==> src/hw/rtl/ppc_pkg.sv <==
// Shared constants, codes and types of the pinned page cache controller.
package ppc_pkg;
   localparam int SLOTS = 64;
   localparam int PIN_BITS = 8;
   localparam int SLOT_BITS = $clog2(SLOTS);
   localparam int CNT_BITS = $clog2(SLOTS + 1);
   localparam int PAGE_BITS = 31;
   localparam int FSLOT_BITS = 6;
   localparam int CFG_BITS = 7;
   localparam int META_BITS = PIN_BITS + 1;
   localparam logic [PIN_BITS-1:0] PIN_MAX = {PIN_BITS{1'b1}};

   typedef enum logic [1:0] {
      ACT_FETCH = 2'd0,
      ACT_DROP = 2'd1,
      ACT_MARK = 2'd2,
      ACT_FLUSH = 2'd3
   } action_type;

   typedef enum logic [2:0] {
      KIND_GRANT = 3'd0,
      KIND_LOAD = 3'd1,
      KIND_WRITEBACK = 3'd2,
      KIND_DONE = 3'd3,
      KIND_ERROR = 3'd4
   } kind_type;

   typedef enum logic [2:0] {
      STAT_OK = 3'd0,
      STAT_ALL_PINNED = 3'd1,
      STAT_NOT_PINNED = 3'd2,
      STAT_PIN_FULL = 3'd3,
      STAT_UNUSED = 3'd4
   } status_type;

   typedef enum logic [3:0] {
      ST_IDLE, ST_HIT_RD, ST_HIT_CHK, ST_MISS, ST_EVC_RD, ST_EVC_CHK, ST_LOAD,
      ST_SLOT_RD, ST_SLOT_CHK, ST_FL_RD, ST_FL_CHK, ST_FL_END
   } state_type;

   typedef struct packed {
      action_type action;
      logic [PAGE_BITS-1:0] page;
      logic [FSLOT_BITS-1:0] slot;
   } item_type;

   typedef struct packed {
      kind_type kind;
      status_type status;
      logic [FSLOT_BITS-1:0] slot;
      logic [PAGE_BITS-1:0] page;
      logic last;
   } rsp_type;
endpackage

==> src/hw/rtl/ppc_ram.sv <==
// Generic single write port RAM with a registered read port.
module ppc_ram #(
   parameter int WIDTH = 8,
   parameter int DEPTH = 64
) (
   input  logic                     clock,
   input  logic                     wr_en,
   input  logic [$clog2(DEPTH)-1:0] wr_addr,
   input  logic [WIDTH-1:0]         wr_data,
   input  logic [$clog2(DEPTH)-1:0] rd_addr,
   output logic [WIDTH-1:0]         rd_data
);
   logic [WIDTH-1:0] mem_ff [DEPTH];
   logic [WIDTH-1:0] rd_data_ff;

   always_ff @(posedge clock) begin
      if (wr_en) begin
         mem_ff[wr_addr] <= wr_data;
      end
      rd_data_ff <= mem_ff[rd_addr];
   end

   assign rd_data = rd_data_ff;
endmodule

==> src/hw/rtl/ppc_front.sv <==
// Front part: accepts request items, decodes the action and queues them.
module ppc_front (
   input  logic              clock,
   input  logic              reset,
   input  logic              req_valid,
   output logic              req_stall,
   input  logic [1:0]        req_action,
   input  logic [30:0]       req_page_number,
   input  logic [5:0]        req_slot,
   output logic              q_valid,
   output ppc_pkg::item_type q_item,
   input  logic              q_pop
);
   import ppc_pkg::*;

   item_type ent_ff [2];
   logic wr_ptr_ff, wr_ptr_in, rd_ptr_ff, rd_ptr_in;
   logic [1:0] cnt_ff, cnt_in;
   logic push, pop;
   item_type new_item;

   assign req_stall = (cnt_ff == 2'd2);
   assign push = req_valid && !req_stall;
   assign q_valid = (cnt_ff != 2'd0);
   assign pop = q_pop && q_valid;
   assign q_item = ent_ff[rd_ptr_ff];

   always_comb begin
      new_item.action = action_type'(req_action);
      new_item.page = req_page_number;
      new_item.slot = req_slot;
      wr_ptr_in = push ? !wr_ptr_ff : wr_ptr_ff;
      rd_ptr_in = pop ? !rd_ptr_ff : rd_ptr_ff;
      cnt_in = cnt_ff + {1'b0, push} - {1'b0, pop};
   end

   always_ff @(posedge clock) begin
      if (reset) begin
         wr_ptr_ff <= 1'b0;
         rd_ptr_ff <= 1'b0;
         cnt_ff <= 2'd0;
      end else begin
         wr_ptr_ff <= wr_ptr_in;
         rd_ptr_ff <= rd_ptr_in;
         cnt_ff <= cnt_in;
      end
   end

   always_ff @(posedge clock) begin
      if (push) begin
         ent_ff[wr_ptr_ff] <= new_item;
      end
   end
endmodule

==> src/hw/rtl/ppc_back.sv <==
// Back part: tag search, pin count updates, eviction, flush and result register.
module ppc_back (
   input  logic                       clock,
   input  logic                       reset,
   input  logic                       q_valid,
   input  ppc_pkg::item_type          q_item,
   output logic                       q_pop,
   input  logic [ppc_pkg::CNT_BITS-1:0] usable,
   output logic                       rsp_valid,
   input  logic                       rsp_stall,
   output ppc_pkg::rsp_type           rsp
);
   import ppc_pkg::*;

   state_type state_ff, state_in;
   item_type item_ff, item_in;
   logic [CNT_BITS-1:0] idx_ff, idx_in, filled_ff, filled_in;
   logic [SLOT_BITS-1:0] vic_ff, vic_in;
   logic pend_ff, pend_in;
   logic [SLOT_BITS-1:0] pend_slot_ff, pend_slot_in;
   logic [PAGE_BITS-1:0] pend_page_ff, pend_page_in;
   logic [SLOTS-1:0] vld_ff, vld_in;
   rsp_type rsp_ff, rsp_in;
   logic rsp_valid_ff, emit;

   logic tag_we, meta_we;
   logic [SLOT_BITS-1:0] tag_waddr, meta_waddr, rd_addr;
   logic [PAGE_BITS-1:0] tag_wdata, tag_rd;
   logic [META_BITS-1:0] meta_wdata, meta_rd, meta;
   logic [PIN_BITS-1:0] pin;
   logic chg, out_free;
   logic [CNT_BITS-1:0] idx_next;

   assign rd_addr = idx_ff[SLOT_BITS-1:0];

   ppc_ram #(.WIDTH(PAGE_BITS), .DEPTH(SLOTS)) u_tag_ram (
      .clock(clock), .wr_en(tag_we), .wr_addr(tag_waddr), .wr_data(tag_wdata),
      .rd_addr(rd_addr), .rd_data(tag_rd)
   );

   ppc_ram #(.WIDTH(META_BITS), .DEPTH(SLOTS)) u_meta_ram (
      .clock(clock), .wr_en(meta_we), .wr_addr(meta_waddr), .wr_data(meta_wdata),
      .rd_addr(rd_addr), .rd_data(meta_rd)
   );

   assign meta = vld_ff[rd_addr] ? meta_rd : '0;
   assign pin = meta[PIN_BITS-1:0];
   assign chg = meta[PIN_BITS];
   assign out_free = !rsp_valid_ff || !rsp_stall;
   assign idx_next = idx_ff + CNT_BITS'(1);
   assign rsp_valid = rsp_valid_ff;
   assign rsp = rsp_ff;

   always_comb begin
      state_in = state_ff;
      item_in = item_ff;
      idx_in = idx_ff;
      filled_in = filled_ff;
      vic_in = vic_ff;
      pend_in = pend_ff;
      pend_slot_in = pend_slot_ff;
      pend_page_in = pend_page_ff;
      vld_in = vld_ff;
      q_pop = 1'b0;
      emit = 1'b0;
      rsp_in = '{kind: KIND_DONE, status: STAT_OK, slot: '0, page: '0, last: 1'b1};
      tag_we = 1'b0;
      tag_waddr = rd_addr;
      tag_wdata = item_ff.page;
      meta_we = 1'b0;
      meta_waddr = rd_addr;
      meta_wdata = '0;
      unique case (state_ff)
         ST_IDLE: begin
            if (q_valid) begin
               q_pop = 1'b1;
               item_in = q_item;
               idx_in = '0;
               unique case (q_item.action)
                  ACT_FETCH: state_in = (filled_ff == '0) ? ST_MISS : ST_HIT_RD;
                  ACT_DROP, ACT_MARK: begin
                     idx_in = CNT_BITS'(q_item.slot);
                     state_in = ST_SLOT_RD;
                  end
                  ACT_FLUSH: state_in = (filled_ff == '0) ? ST_FL_END : ST_FL_RD;
               endcase
            end
         end
         ST_HIT_RD: state_in = ST_HIT_CHK;
         ST_HIT_CHK: begin
            if (tag_rd == item_ff.page) begin
               if (out_free) begin
                  emit = 1'b1;
                  rsp_in.slot = FSLOT_BITS'(rd_addr);
                  if (pin == PIN_MAX) begin
                     rsp_in.kind = KIND_ERROR;
                     rsp_in.status = STAT_PIN_FULL;
                  end else begin
                     rsp_in.kind = KIND_GRANT;
                     meta_we = 1'b1;
                     meta_wdata = {chg, pin + PIN_BITS'(1)};
                     vld_in[rd_addr] = 1'b1;
                  end
                  state_in = ST_IDLE;
               end
            end else if (idx_next == filled_ff) begin
               state_in = ST_MISS;
            end else begin
               idx_in = idx_next;
               state_in = ST_HIT_RD;
            end
         end
         ST_MISS: begin
            if (filled_ff < usable) begin
               if (out_free) begin
                  emit = 1'b1;
                  rsp_in.kind = KIND_LOAD;
                  rsp_in.slot = FSLOT_BITS'(filled_ff);
                  rsp_in.page = item_ff.page;
                  tag_we = 1'b1;
                  tag_waddr = filled_ff[SLOT_BITS-1:0];
                  meta_we = 1'b1;
                  meta_waddr = filled_ff[SLOT_BITS-1:0];
                  meta_wdata = {1'b0, PIN_BITS'(1)};
                  vld_in[filled_ff[SLOT_BITS-1:0]] = 1'b1;
                  filled_in = filled_ff + CNT_BITS'(1);
                  state_in = ST_IDLE;
               end
            end else begin
               idx_in = '0;
               state_in = ST_EVC_RD;
            end
         end
         ST_EVC_RD: state_in = ST_EVC_CHK;
         ST_EVC_CHK: begin
            if (pin == '0) begin
               if (out_free) begin
                  emit = 1'b1;
                  rsp_in.slot = FSLOT_BITS'(rd_addr);
                  tag_we = 1'b1;
                  meta_we = 1'b1;
                  meta_wdata = {1'b0, PIN_BITS'(1)};
                  vld_in[rd_addr] = 1'b1;
                  if (chg) begin
                     rsp_in.kind = KIND_WRITEBACK;
                     rsp_in.page = tag_rd;
                     rsp_in.last = 1'b0;
                     vic_in = rd_addr;
                     state_in = ST_LOAD;
                  end else begin
                     rsp_in.kind = KIND_LOAD;
                     rsp_in.page = item_ff.page;
                     state_in = ST_IDLE;
                  end
               end
            end else if (idx_next == usable) begin
               if (out_free) begin
                  emit = 1'b1;
                  rsp_in.kind = KIND_ERROR;
                  rsp_in.status = STAT_ALL_PINNED;
                  state_in = ST_IDLE;
               end
            end else begin
               idx_in = idx_next;
               state_in = ST_EVC_RD;
            end
         end
         ST_LOAD: begin
            if (out_free) begin
               emit = 1'b1;
               rsp_in.kind = KIND_LOAD;
               rsp_in.slot = FSLOT_BITS'(vic_ff);
               rsp_in.page = item_ff.page;
               state_in = ST_IDLE;
            end
         end
         ST_SLOT_RD: state_in = ST_SLOT_CHK;
         ST_SLOT_CHK: begin
            if (out_free) begin
               emit = 1'b1;
               rsp_in.slot = item_ff.slot;
               state_in = ST_IDLE;
               if (int'(item_ff.slot) >= int'(filled_ff)) begin
                  rsp_in.kind = KIND_ERROR;
                  rsp_in.status = STAT_UNUSED;
               end else if (item_ff.action == ACT_DROP) begin
                  if (pin == '0) begin
                     rsp_in.kind = KIND_ERROR;
                     rsp_in.status = STAT_NOT_PINNED;
                  end else begin
                     meta_we = 1'b1;
                     meta_wdata = {chg, pin - PIN_BITS'(1)};
                     vld_in[rd_addr] = 1'b1;
                  end
               end else begin
                  meta_we = 1'b1;
                  meta_wdata = {1'b1, pin};
                  vld_in[rd_addr] = 1'b1;
               end
            end
         end
         ST_FL_RD: state_in = ST_FL_CHK;
         ST_FL_CHK: begin
            if (!(chg && pend_ff && !out_free)) begin
               if (chg) begin
                  if (pend_ff) begin
                     emit = 1'b1;
                     rsp_in.kind = KIND_WRITEBACK;
                     rsp_in.slot = FSLOT_BITS'(pend_slot_ff);
                     rsp_in.page = pend_page_ff;
                     rsp_in.last = 1'b0;
                  end
                  pend_in = 1'b1;
                  pend_slot_in = rd_addr;
                  pend_page_in = tag_rd;
                  meta_we = 1'b1;
                  meta_wdata = {1'b0, pin};
                  vld_in[rd_addr] = 1'b1;
               end
               if (idx_next == filled_ff) begin
                  state_in = ST_FL_END;
               end else begin
                  idx_in = idx_next;
                  state_in = ST_FL_RD;
               end
            end
         end
         ST_FL_END: begin
            if (out_free) begin
               emit = 1'b1;
               if (pend_ff) begin
                  rsp_in.kind = KIND_WRITEBACK;
                  rsp_in.slot = FSLOT_BITS'(pend_slot_ff);
                  rsp_in.page = pend_page_ff;
               end
               pend_in = 1'b0;
               state_in = ST_IDLE;
            end
         end
         default: state_in = ST_IDLE;
      endcase
   end

   always_ff @(posedge clock) begin
      if (reset) begin
         state_ff <= ST_IDLE;
         filled_ff <= '0;
         pend_ff <= 1'b0;
         vld_ff <= '0;
         rsp_valid_ff <= 1'b0;
      end else begin
         state_ff <= state_in;
         filled_ff <= filled_in;
         pend_ff <= pend_in;
         vld_ff <= vld_in;
         rsp_valid_ff <= emit || (rsp_valid_ff && rsp_stall);
      end
   end

   always_ff @(posedge clock) begin
      item_ff <= item_in;
      idx_ff <= idx_in;
      vic_ff <= vic_in;
      pend_slot_ff <= pend_slot_in;
      pend_page_ff <= pend_page_in;
      if (emit) begin
         rsp_ff <= rsp_in;
      end
   end
endmodule

==> src/hw/rtl/pinned_page_cache_controller_top.sv <==
// Top level of the pinned page cache controller.
// A two-item queue takes requests while the back end handles one item at a time with a tag
// RAM and a pin and changed-flag RAM of registered read; each slot visited passes through a
// read state and a check state. A fetch searches the filled slots up to the hit; on a miss
// it takes a free usable slot, or else examines slots for an unpinned victim, writing back a
// changed victim before the load. Drop and mark read the named slot, and a flush visits
// every filled slot. Results leave through a single output register, and a stalled result
// holds back the next one until it is taken.
module pinned_page_cache_controller_top (
   input  logic        clock,
   input  logic        reset,
   input  logic        req_valid,
   output logic        req_stall,
   input  logic [1:0]  req_action,
   input  logic [30:0] req_page_number,
   input  logic [5:0]  req_slot,
   output logic        rsp_valid,
   input  logic        rsp_stall,
   output logic [2:0]  rsp_kind,
   output logic [2:0]  rsp_status,
   output logic [5:0]  rsp_out_slot,
   output logic [30:0] rsp_out_page,
   output logic        rsp_last,
   input  logic        csr_wr_en,
   input  logic [6:0]  csr_wr_data
);
   import ppc_pkg::*;

   logic [CFG_BITS-1:0] slots_in_use_ff;
   logic [CNT_BITS-1:0] usable;
   logic q_valid, q_pop;
   item_type q_item;
   rsp_type rsp;

   always_ff @(posedge clock) begin
      if (reset) begin
         slots_in_use_ff <= CFG_BITS'(64);
      end else if (csr_wr_en) begin
         slots_in_use_ff <= csr_wr_data;
      end
   end

   always_comb begin
      if (slots_in_use_ff == '0) begin
         usable = CNT_BITS'(1);
      end else if (int'(slots_in_use_ff) > SLOTS) begin
         usable = CNT_BITS'(SLOTS);
      end else begin
         usable = CNT_BITS'(slots_in_use_ff);
      end
   end

   ppc_front u_front (
      .clock(clock), .reset(reset), .req_valid(req_valid), .req_stall(req_stall),
      .req_action(req_action), .req_page_number(req_page_number), .req_slot(req_slot),
      .q_valid(q_valid), .q_item(q_item), .q_pop(q_pop)
   );

   ppc_back u_back (
      .clock(clock), .reset(reset), .q_valid(q_valid), .q_item(q_item), .q_pop(q_pop),
      .usable(usable), .rsp_valid(rsp_valid), .rsp_stall(rsp_stall), .rsp(rsp)
   );

   assign rsp_kind = rsp.kind;
   assign rsp_status = rsp.status;
   assign rsp_out_slot = rsp.slot;
   assign rsp_out_page = rsp.page;
   assign rsp_last = rsp.last;

   a_status_only_on_error: assert property (@(posedge clock) disable iff (reset)
      rsp_valid && rsp_kind != KIND_ERROR |-> rsp_status == STAT_OK)
      else $error("Nonzero status on a result that is not an error.");

   a_no_page_on_grant: assert property (@(posedge clock) disable iff (reset)
      rsp_valid && (rsp_kind == KIND_GRANT || rsp_kind == KIND_DONE ||
                    rsp_kind == KIND_ERROR) |-> rsp_out_page == '0)
      else $error("Page number on a grant, done or error result.");

   a_load_ends_writeback: assert property (@(posedge clock) disable iff (reset)
      rsp_valid && !rsp_stall && rsp_kind == KIND_LOAD |-> rsp_last)
      else $error("A load request was not the final result of its item.");
endmodule
==> config.mk <==
export PLATFORM = sky130hd
export DESIGN_NAME = pinned_page_cache_controller_top
export DESIGN_NICKNAME = d
export VERILOG_FILES = /design/src/hw/rtl/ppc_pkg.sv /design/src/hw/rtl/ppc_ram.sv /design/src/hw/rtl/ppc_front.sv /design/src/hw/rtl/ppc_back.sv /design/src/hw/rtl/pinned_page_cache_controller_top.sv
export SDC_FILE = /design/constraint.sdc
export NUM_CORES = 2
export LEC_CHECK = 0
export ABC_AREA = 1
export BUFFER_PORTS_ARGS = -buffer_cell sky130_fd_sc_hd__buf_4
export CELL_PAD_IN_SITES_DETAIL_PLACEMENT = 0
export CELL_PAD_IN_SITES_GLOBAL_PLACEMENT = 1
export CORE_AREA = 4 4 484 438
export CTS_CLUSTER_SIZE = 30
export DETAILED_ROUTE_END_ITERATION = 7
export DIE_AREA = 0 0 488 442
export PLACE_DENSITY = 0.81
export SLEW_MARGIN = 20
export SYNTH_ARGS = -nofsm -noshare
export SYNTH_HDL_FRONTEND = slang
export SYNTH_SLANG_ARGS = --single-unit
==> constraint.sdc <==
create_clock -name clock -period 8.2 [get_ports clock]
set_input_delay 1.23 -clock clock [delete_from_list [all_inputs] [get_ports clock]]
set_output_delay 1.23 -clock clock [all_outputs]
set_load 0.01 [all_outputs]
== Word-level counts from Yosys, hierarchy flattened ==
Memories as Yosys holds them, arrays and structs flattened. A register that Yosys moved wholly into a read port is not among the register bits.
Cells that the tools add are included.

* Register bits: 221
* Bits in latches: 0
* Bits in writable memories: 2,638
* Memory bits (read-only): 0
* Input bits: 51
* Output and inout bits: 46
* Word-level logic and storage cells: 248
* Memories kept: 3

* Add/sub/neg operators: 6
* Multiply operators: 0
* Divide/modulo/power cells: 0
* $lt $le $gt $ge: 7
* Eq/ne operators: 39
* Shift-type cells: 0
* Mux-type cells: 135
* Bitwise operators: 3
* Reduce and logical (&&, ||, !) cells: 34

{| class="wikitable"
|+ Memories
! name !! depth !! bits a word !! read ports !! clocked after Yosys merged registers in !! wr ports !! line !! RTL
|-
| u_back.u_tag_ram.mem_ff || 64 || 31 || 1 || 1 || 1 || ppc_ram.sv:13 || <nowiki>logic [WIDTH-1:0] mem_ff [DEPTH];</nowiki>
|-
| u_back.u_meta_ram.mem_ff || 64 || 9 || 1 || 1 || 1 || ppc_ram.sv:13 ||
|-
| u_front.ent_ff || 2 || 39 || 1 || 1 || 1 || ppc_front.sv:16 || <nowiki>item_type ent_ff [2];</nowiki>
|}

{| class="wikitable"
|+ Operators with widths
! kind !! count
|-
| 64-bit two-way mux || 13
|-
| 64-bit case mux with 5 select lines || 1
|-
| 38-bit two-way mux || 5
|-
| 37-bit two-way mux || 5
|-
| 31-bit case mux with 5 select lines || 1
|-
| 64-bit bitwise OR || 2
|-
| 9-bit two-way mux || 11
|-
| 7-bit two-way mux || 9
|-
| 6-bit two-way mux || 9
|-
| 9-bit case mux with 5 select lines || 1
|-
| 6-bit case mux with 7 select lines || 1
|-
| 4-bit case mux with 10 select lines || 1
|-
| 1-bit two-way mux || 38
|-
| 12-bit two-way mux || 3
|-
| 7-bit case mux with 5 select lines || 1
|-
| 4-bit two-way mux || 8
|-
| 31-bit == test || 1
|-
| 31-bit two-way mux || 1
|-
| 3-bit two-way mux || 8
|-
| 3-bit case mux with 7 select lines || 1
|-
| 2-bit by 1-bit != test with 1-bit output (second input constant) || 9
|-
| 4-bit by 3-bit == test with 1-bit output (second input constant) || 4
|-
| 4-bit == test (second input constant) || 4
|-
| 2-bit != test (second input constant) || 8
|-
| 43 further kinds || 79
|}

== Depth between registers and ports, before layout ==
* Depth after elaboration: 11
* Mapped depth: 26

== By module ==
Synthesis repeated with hierarchy kept, for this count alone.

* Cells, all modules: 10,423
* Area, all modules: 119,348.2 µm²

{| class="wikitable"
|+ Modules (own cells, without submodules)
! module !! times used !! cells an instance !! area each (µm²) !! sequential area each (µm²)
|-
| ppc_ram (u_back.u_tag_ram) || 1 || 6,740 || 80,524.7 || 60,197.7
|-
| ppc_ram (u_back.u_meta_ram) || 1 || 2,034 || 23,859.1 || 17,476.8
|-
| ppc_back || 1 || 1,443 || 11,519.8 || 5,535.3
|-
| ppc_front || 1 || 159 || 3,108.0 || 2,442.3
|-
| pinned_page_cache_controller_top || 1 || 47 || 336.6 || 140.1
|}

== Least setup slack after synthesis ==
OpenSTA, ideal clock, no wires.

* Kind: in2reg
* Start: input rsp_stall
* End: memory u_back.u_tag_ram.mem_ff[11][0] in the netlist's numbering, enable pin
* Library setup time: 0.497 ns
* Arrival: 5.728 ns
* Path slack: 1.974 ns
* Stages: 10
* Cell sequence: nand2_1 -> inv_1 -> clkbuf_1 -> nor2_2 -> nand2_1 -> clkbuf_1 -> nor2_1 -> nor2_1 -> nand3_1 -> nor4_1

* Word-level cells in the longest chain between the ends: 7
* Elaborated cells on any way between the ends: 11

{| class="wikitable"
|+ Ends and longest elaborated chain
! what !! line !! RTL
|-
| start, declared || pinned_page_cache_controller_top.sv:18 || <nowiki>input logic rsp_stall,</nowiki>
|-
| 1-bit zero test * || ppc_back.sv:49 || <nowiki>assign out_free = !rsp_valid_ff || !rsp_stall;</nowiki>
|-
| 1-bit logical OR * || ppc_back.sv:49 ||
|-
| 1-bit two-way mux || ppc_back.sv:115, ppc_back.sv:137 ||
|-
| 1-bit two-way mux, on equally long branches || ppc_back.sv:136, ppc_back.sv:114 ||
|-
| 1-bit case mux with 2 select lines || ppc_back.sv:73 || <nowiki>unique case (state_ff)</nowiki>
|-
| 1-bit two-way mux || ppc_ram.sv:17 || <nowiki>if (wr_en) begin</nowiki>
|-
| 1-bit two-way mux (not written as such) || ppc_ram.sv:18 || <nowiki>mem_ff[wr_addr] <= wr_data;</nowiki>
|-
| end, declared || ppc_ram.sv:13 ||
|}

Every way passes the cells marked *; elsewhere a longest branch is shown, timed or not.

== Worst setup path in the final report ==
* Start: register u_back.idx_ff[2]
* End: memory u_back.u_meta_ram.mem_ff[17][1] in the netlist's numbering, enable pin

* Word-level cells in the longest chain between the ends: 11
* Elaborated cells on any way between the ends: 23

{| class="wikitable"
|+ Ends and longest elaborated chain
! what !! line !! RTL
|-
| start, declared || ppc_back.sv:17 || <nowiki>logic [CNT_BITS-1:0] idx_ff, idx_in, filled_ff, filled_in;</nowiki>
|-
| start signal, assigned || ppc_back.sv:262 || <nowiki>idx_ff <= idx_in;</nowiki>
|-
| 1-bit binary-select mux with 6-bit select || ppc_back.sv:46 || <nowiki>assign meta = vld_ff[rd_addr] ? meta_rd : '0;</nowiki>
|-
| 1-bit two-way mux (not written as such) || ppc_back.sv:46 ||
|-
| 9-bit two-way mux || ppc_back.sv:46 ||
|-
| 8-bit zero test || ppc_back.sv:136, ppc_back.sv:187 ||
|-
| 1-bit two-way mux || ppc_back.sv:187 || <nowiki>if (pin == '0) begin</nowiki>
|-
| 1-bit two-way mux || ppc_back.sv:186 || <nowiki>end else if (item_ff.action == ACT_DROP) begin</nowiki>
|-
| 1-bit two-way mux || ppc_back.sv:183 || <nowiki>if (int'(item_ff.slot) >= int'(filled_ff)) begin</nowiki>
|-
| 1-bit two-way mux || ppc_back.sv:179 || <nowiki>if (out_free) begin</nowiki>
|-
| 1-bit case mux with 5 select lines || ppc_back.sv:73 ||
|-
| 1-bit two-way mux || ppc_ram.sv:17 ||
|-
| 1-bit two-way mux (not written as such) || ppc_ram.sv:18 ||
|-
| end, declared || ppc_ram.sv:13 ||
|}

Several ways; a longest one is shown, not always the timed one. The select of a mux whose other input is x is not followed.

==> run metrics <==
ANT nets after route=0; Post-Syn Instances=7291; Die Y-Extent=442 um; PwrDens=350 mW/mm2; Slew HR=21.2%; worst min-delay path category=flip-flop to flip-flop; clk sinks=2900; Syn. warnings=0; CP Max Fanout=65; critical path class=flip-flop to flip-flop; Initial Util=52.6%; Crit path largest cell delay=0.87 ns; Setup Viol. Count Final=0; vias per inst=6.50; outcome=finished, final reports clean; Die Area=0.216 mm2; async set-reset flop share out of synthesis=0%; Worst path most repeated cell=nand2_1; setup TNS=0 ns; initial antenna violation count=19; Total GRT Usage=30.8%; DRC Markers=0; Crit. End Element=flip-flop; RSZ-0062 raised after global routing=no; Hold Vio Cnt, Final=0; Clock Path Buffers=4; setup ws final=1.66 ns; Max Fclk=153 MHz; Leakage=41.3 nW; largest net degree at the start of global routing=127; input/output buffers=96; vias=67900; post-synthesis cell area=0.109 mm2; Skew-Pair Late Insertion Delay=0.94 ns; Slew Limit Fails=0; Synth Flop Type=edfxtp_1; DP HPWL=208000 um; period utilisation layout=79.8%; GPL Wtd Cong=0.953; fillcell total=15200; CP Cell Sequence=nor2_2 > nand3_1 > nand2_1 > o21ai_1 > nand2_1 > nor2_4 > nand2_8 > inv_2 > nor2_1 > inv_1 > ha_1 > nand2_1 > inv_2 > nand3_1 > nand2_1 > nand2_4 > nand3_2 > buf_4 > inv_2 > buf_4 > nor2_1; Post-Route Utilization=59.6%; crit path DAT=7.05 ns; Post-synth EDFFs=2771; sequential area share after synthesis=78.6%; Yosys top cell area share=76.3%; Hold-fix buffers, CTS=0; max-capacitance violation count=0; row cnt=159; Synth area leaders=edfxtp_1 76%, nand2_1 5.4%, a22oi_1 2.7%; highest-delay cell along the critical path=edfxtp_1; Syn Area/Cell=15.0 um2; Final #Nets=7571; core area=0.207 mm2; Post-CTS Resized=0; Worst-Margin Slew=1.18 ns; CTS tree=built; setup bufs post-CTS=0; TritonCTS Buffers=294; H-tree Lvls=5; IO Pins=97; Die Wd=488 um; Syn-to-layout area delta=13.3%; total overflow reported by the global router=0; Syn Nets=7364; final total power=43.2 mW; vias in the first global route=63200; VDD IR max=0.257 mV; routed len/inst=32.4 um; pre-CTS WS=1.80 ns; clock-pin slew on the worst setup and hold paths=0.06 ns; DR pass1 iterations=6; fraction of layout instances using a drive strength above 1=11.3%; first-pass GRT wire length=474000 um; #FFs+latches synth=2900; startpoint types=flip-flop; Required @ worst endpoint=8.70 ns; post-layout min period=6.54 ns; drt initial violations=11300; final WL=338000 um; Netlist cell types=52; area leader, netlist=edfxtp_1; Clock Skews=0.0736 ns; CTS root buffer=clkbuf_16
## state kept, by name, indices dropped and copies added (netlist names), 9 cells and up, named ones only
signal	cells
u_front.ent_ff	78
u_back.u_tag_ram.rd_data	31
u_back.u_tag_ram.mem_ff	1984
u_back.vld_ff	64
u_back.pend_page_ff	31
u_back.rsp	44
u_back.u_meta_ram.rd_data	9
u_back.u_meta_ram.mem_ff	576
u_back.tag_wdata	31
## power breakdown
group / switching [mW] / internal [mW]
combinational: 9.38 / 2.68
sequential: 0.438 / 17.8
clock: 5.46 / 7.43
## cell usage after synthesis (48+ instances only)
cell type / instances
edfxtp_1: 2771
nand2_1: 1563
buf_1: 85
a22o_1: 222
clkbuf_1: 226
nand3_1: 153
buf_2: 48
a21oi_1: 170
o21ai_0: 75
a221oi_1: 285
dfxtp_1: 129
nand4_1: 340
a22oi_1: 396
inv_1: 246
nor2_1: 227
## cell usage in the layout (no fill, tap or decap), types with 8 or more instances in the layout
master	netlist	routed
ha_1	22	22
a221oi_1	285	285
clkinv_1	8	42
xnor2_1	10	10
edfxtp_1	2771	2771
buf_16	0	19
nor2_1	227	165
a22o_1	222	222
nand2_1	1563	1561
mux2_2	31	31
nor3_2	3	17
buf_12	0	24
o2bb2ai_1	15	15
xor2_1	30	30
nor3_1	28	14
nand4_1	340	340
o21ai_0	75	75
a32o_1	8	8
buf_4	12	241
or2_2	18	18
clkbuf_1	226	77
o22ai_1	46	46
nand3_1	153	151
clkbuf_16	0	305
inv_2	26	24
a22oi_1	396	396
dfxtp_1	129	128
o21ai_1	8	8
a31oi_1	12	12
clkinv_2	0	42
inv_1	246	245
a21oi_1	170	169
nor2_4	5	67
bufinv_16	0	18
## metal layers
metal	routed length, um	global-route usage, %
met3	43900	7.46
met5	61	0
met1	127000	44.0
met4	18400	14.3
met2	149000	44.9
## worst paths after layout
kind	start	to	slack [ns]	depth (start not counted)
setup / recovery	u_back.idx_ff[2]	u_back.u_meta_ram.mem_ff[17][1]	1.66	21
hold / removal	u_back.vld_ff[51]	u_back.vld_ff[51]	0.45	2
setup reg to reg	u_back.idx_ff[2]	u_back.u_meta_ram.mem_ff[17][1]	1.66	21
hold reg to reg	u_back.vld_ff[51]	u_back.vld_ff[51]	0.45	2
## kinds of logic after synthesis
group	count (synthesis)	synth area share [%]
muxes	31	0.320
DFF	2900	78.6
xor gates and xnor gates	40	0.321
adders and majority gates	22	0.252
buffers and inverters	654	2.37
and+or+nand+nor	2370	9.34
AOI/OAI and AO/OA	1274	8.78
## critical path: cells and delay by family (launching register included)
kind | cells | cell delay, ns
and+or+nand+nor | 13 | 2.74
adders and majority gates | 1 | 0.21
AOI/OAI and AO/OA | 1 | 0.13
DFF | 1 | 0.87
buffers and inverters | 6 | 2.05
## per-stage QoR
stage                     hold slack, ns  cell area, um2  instances
after floorplan                    0.425          109000       7291
after global placement             0.429          114000       9906
after detailed placement           0.442          114000       9924
after CTS                          0.445          123000      10400
after global routing               0.460          124000      10400
final                              0.452          124000      10400
## cell type report
cell class | instances | area [um2] | share of cell area [%]
flip-flops and latches | 2900 | 85800 | 69.4
multi-input cells | 3737 | 21400 | 17.3
clock buffers | 389 | 8020 | 6.49
well taps | 2737 | 3420 | 2.77
repair buffers | 285 | 2830 | 2.29
inverters | 280 | 1080 | 0.874
clock inverters | 112 | 1040 | 0.845
diodes | 5 | 12.5 | 0.0101
Note: power is estimated with default switching activity, not from simulation.
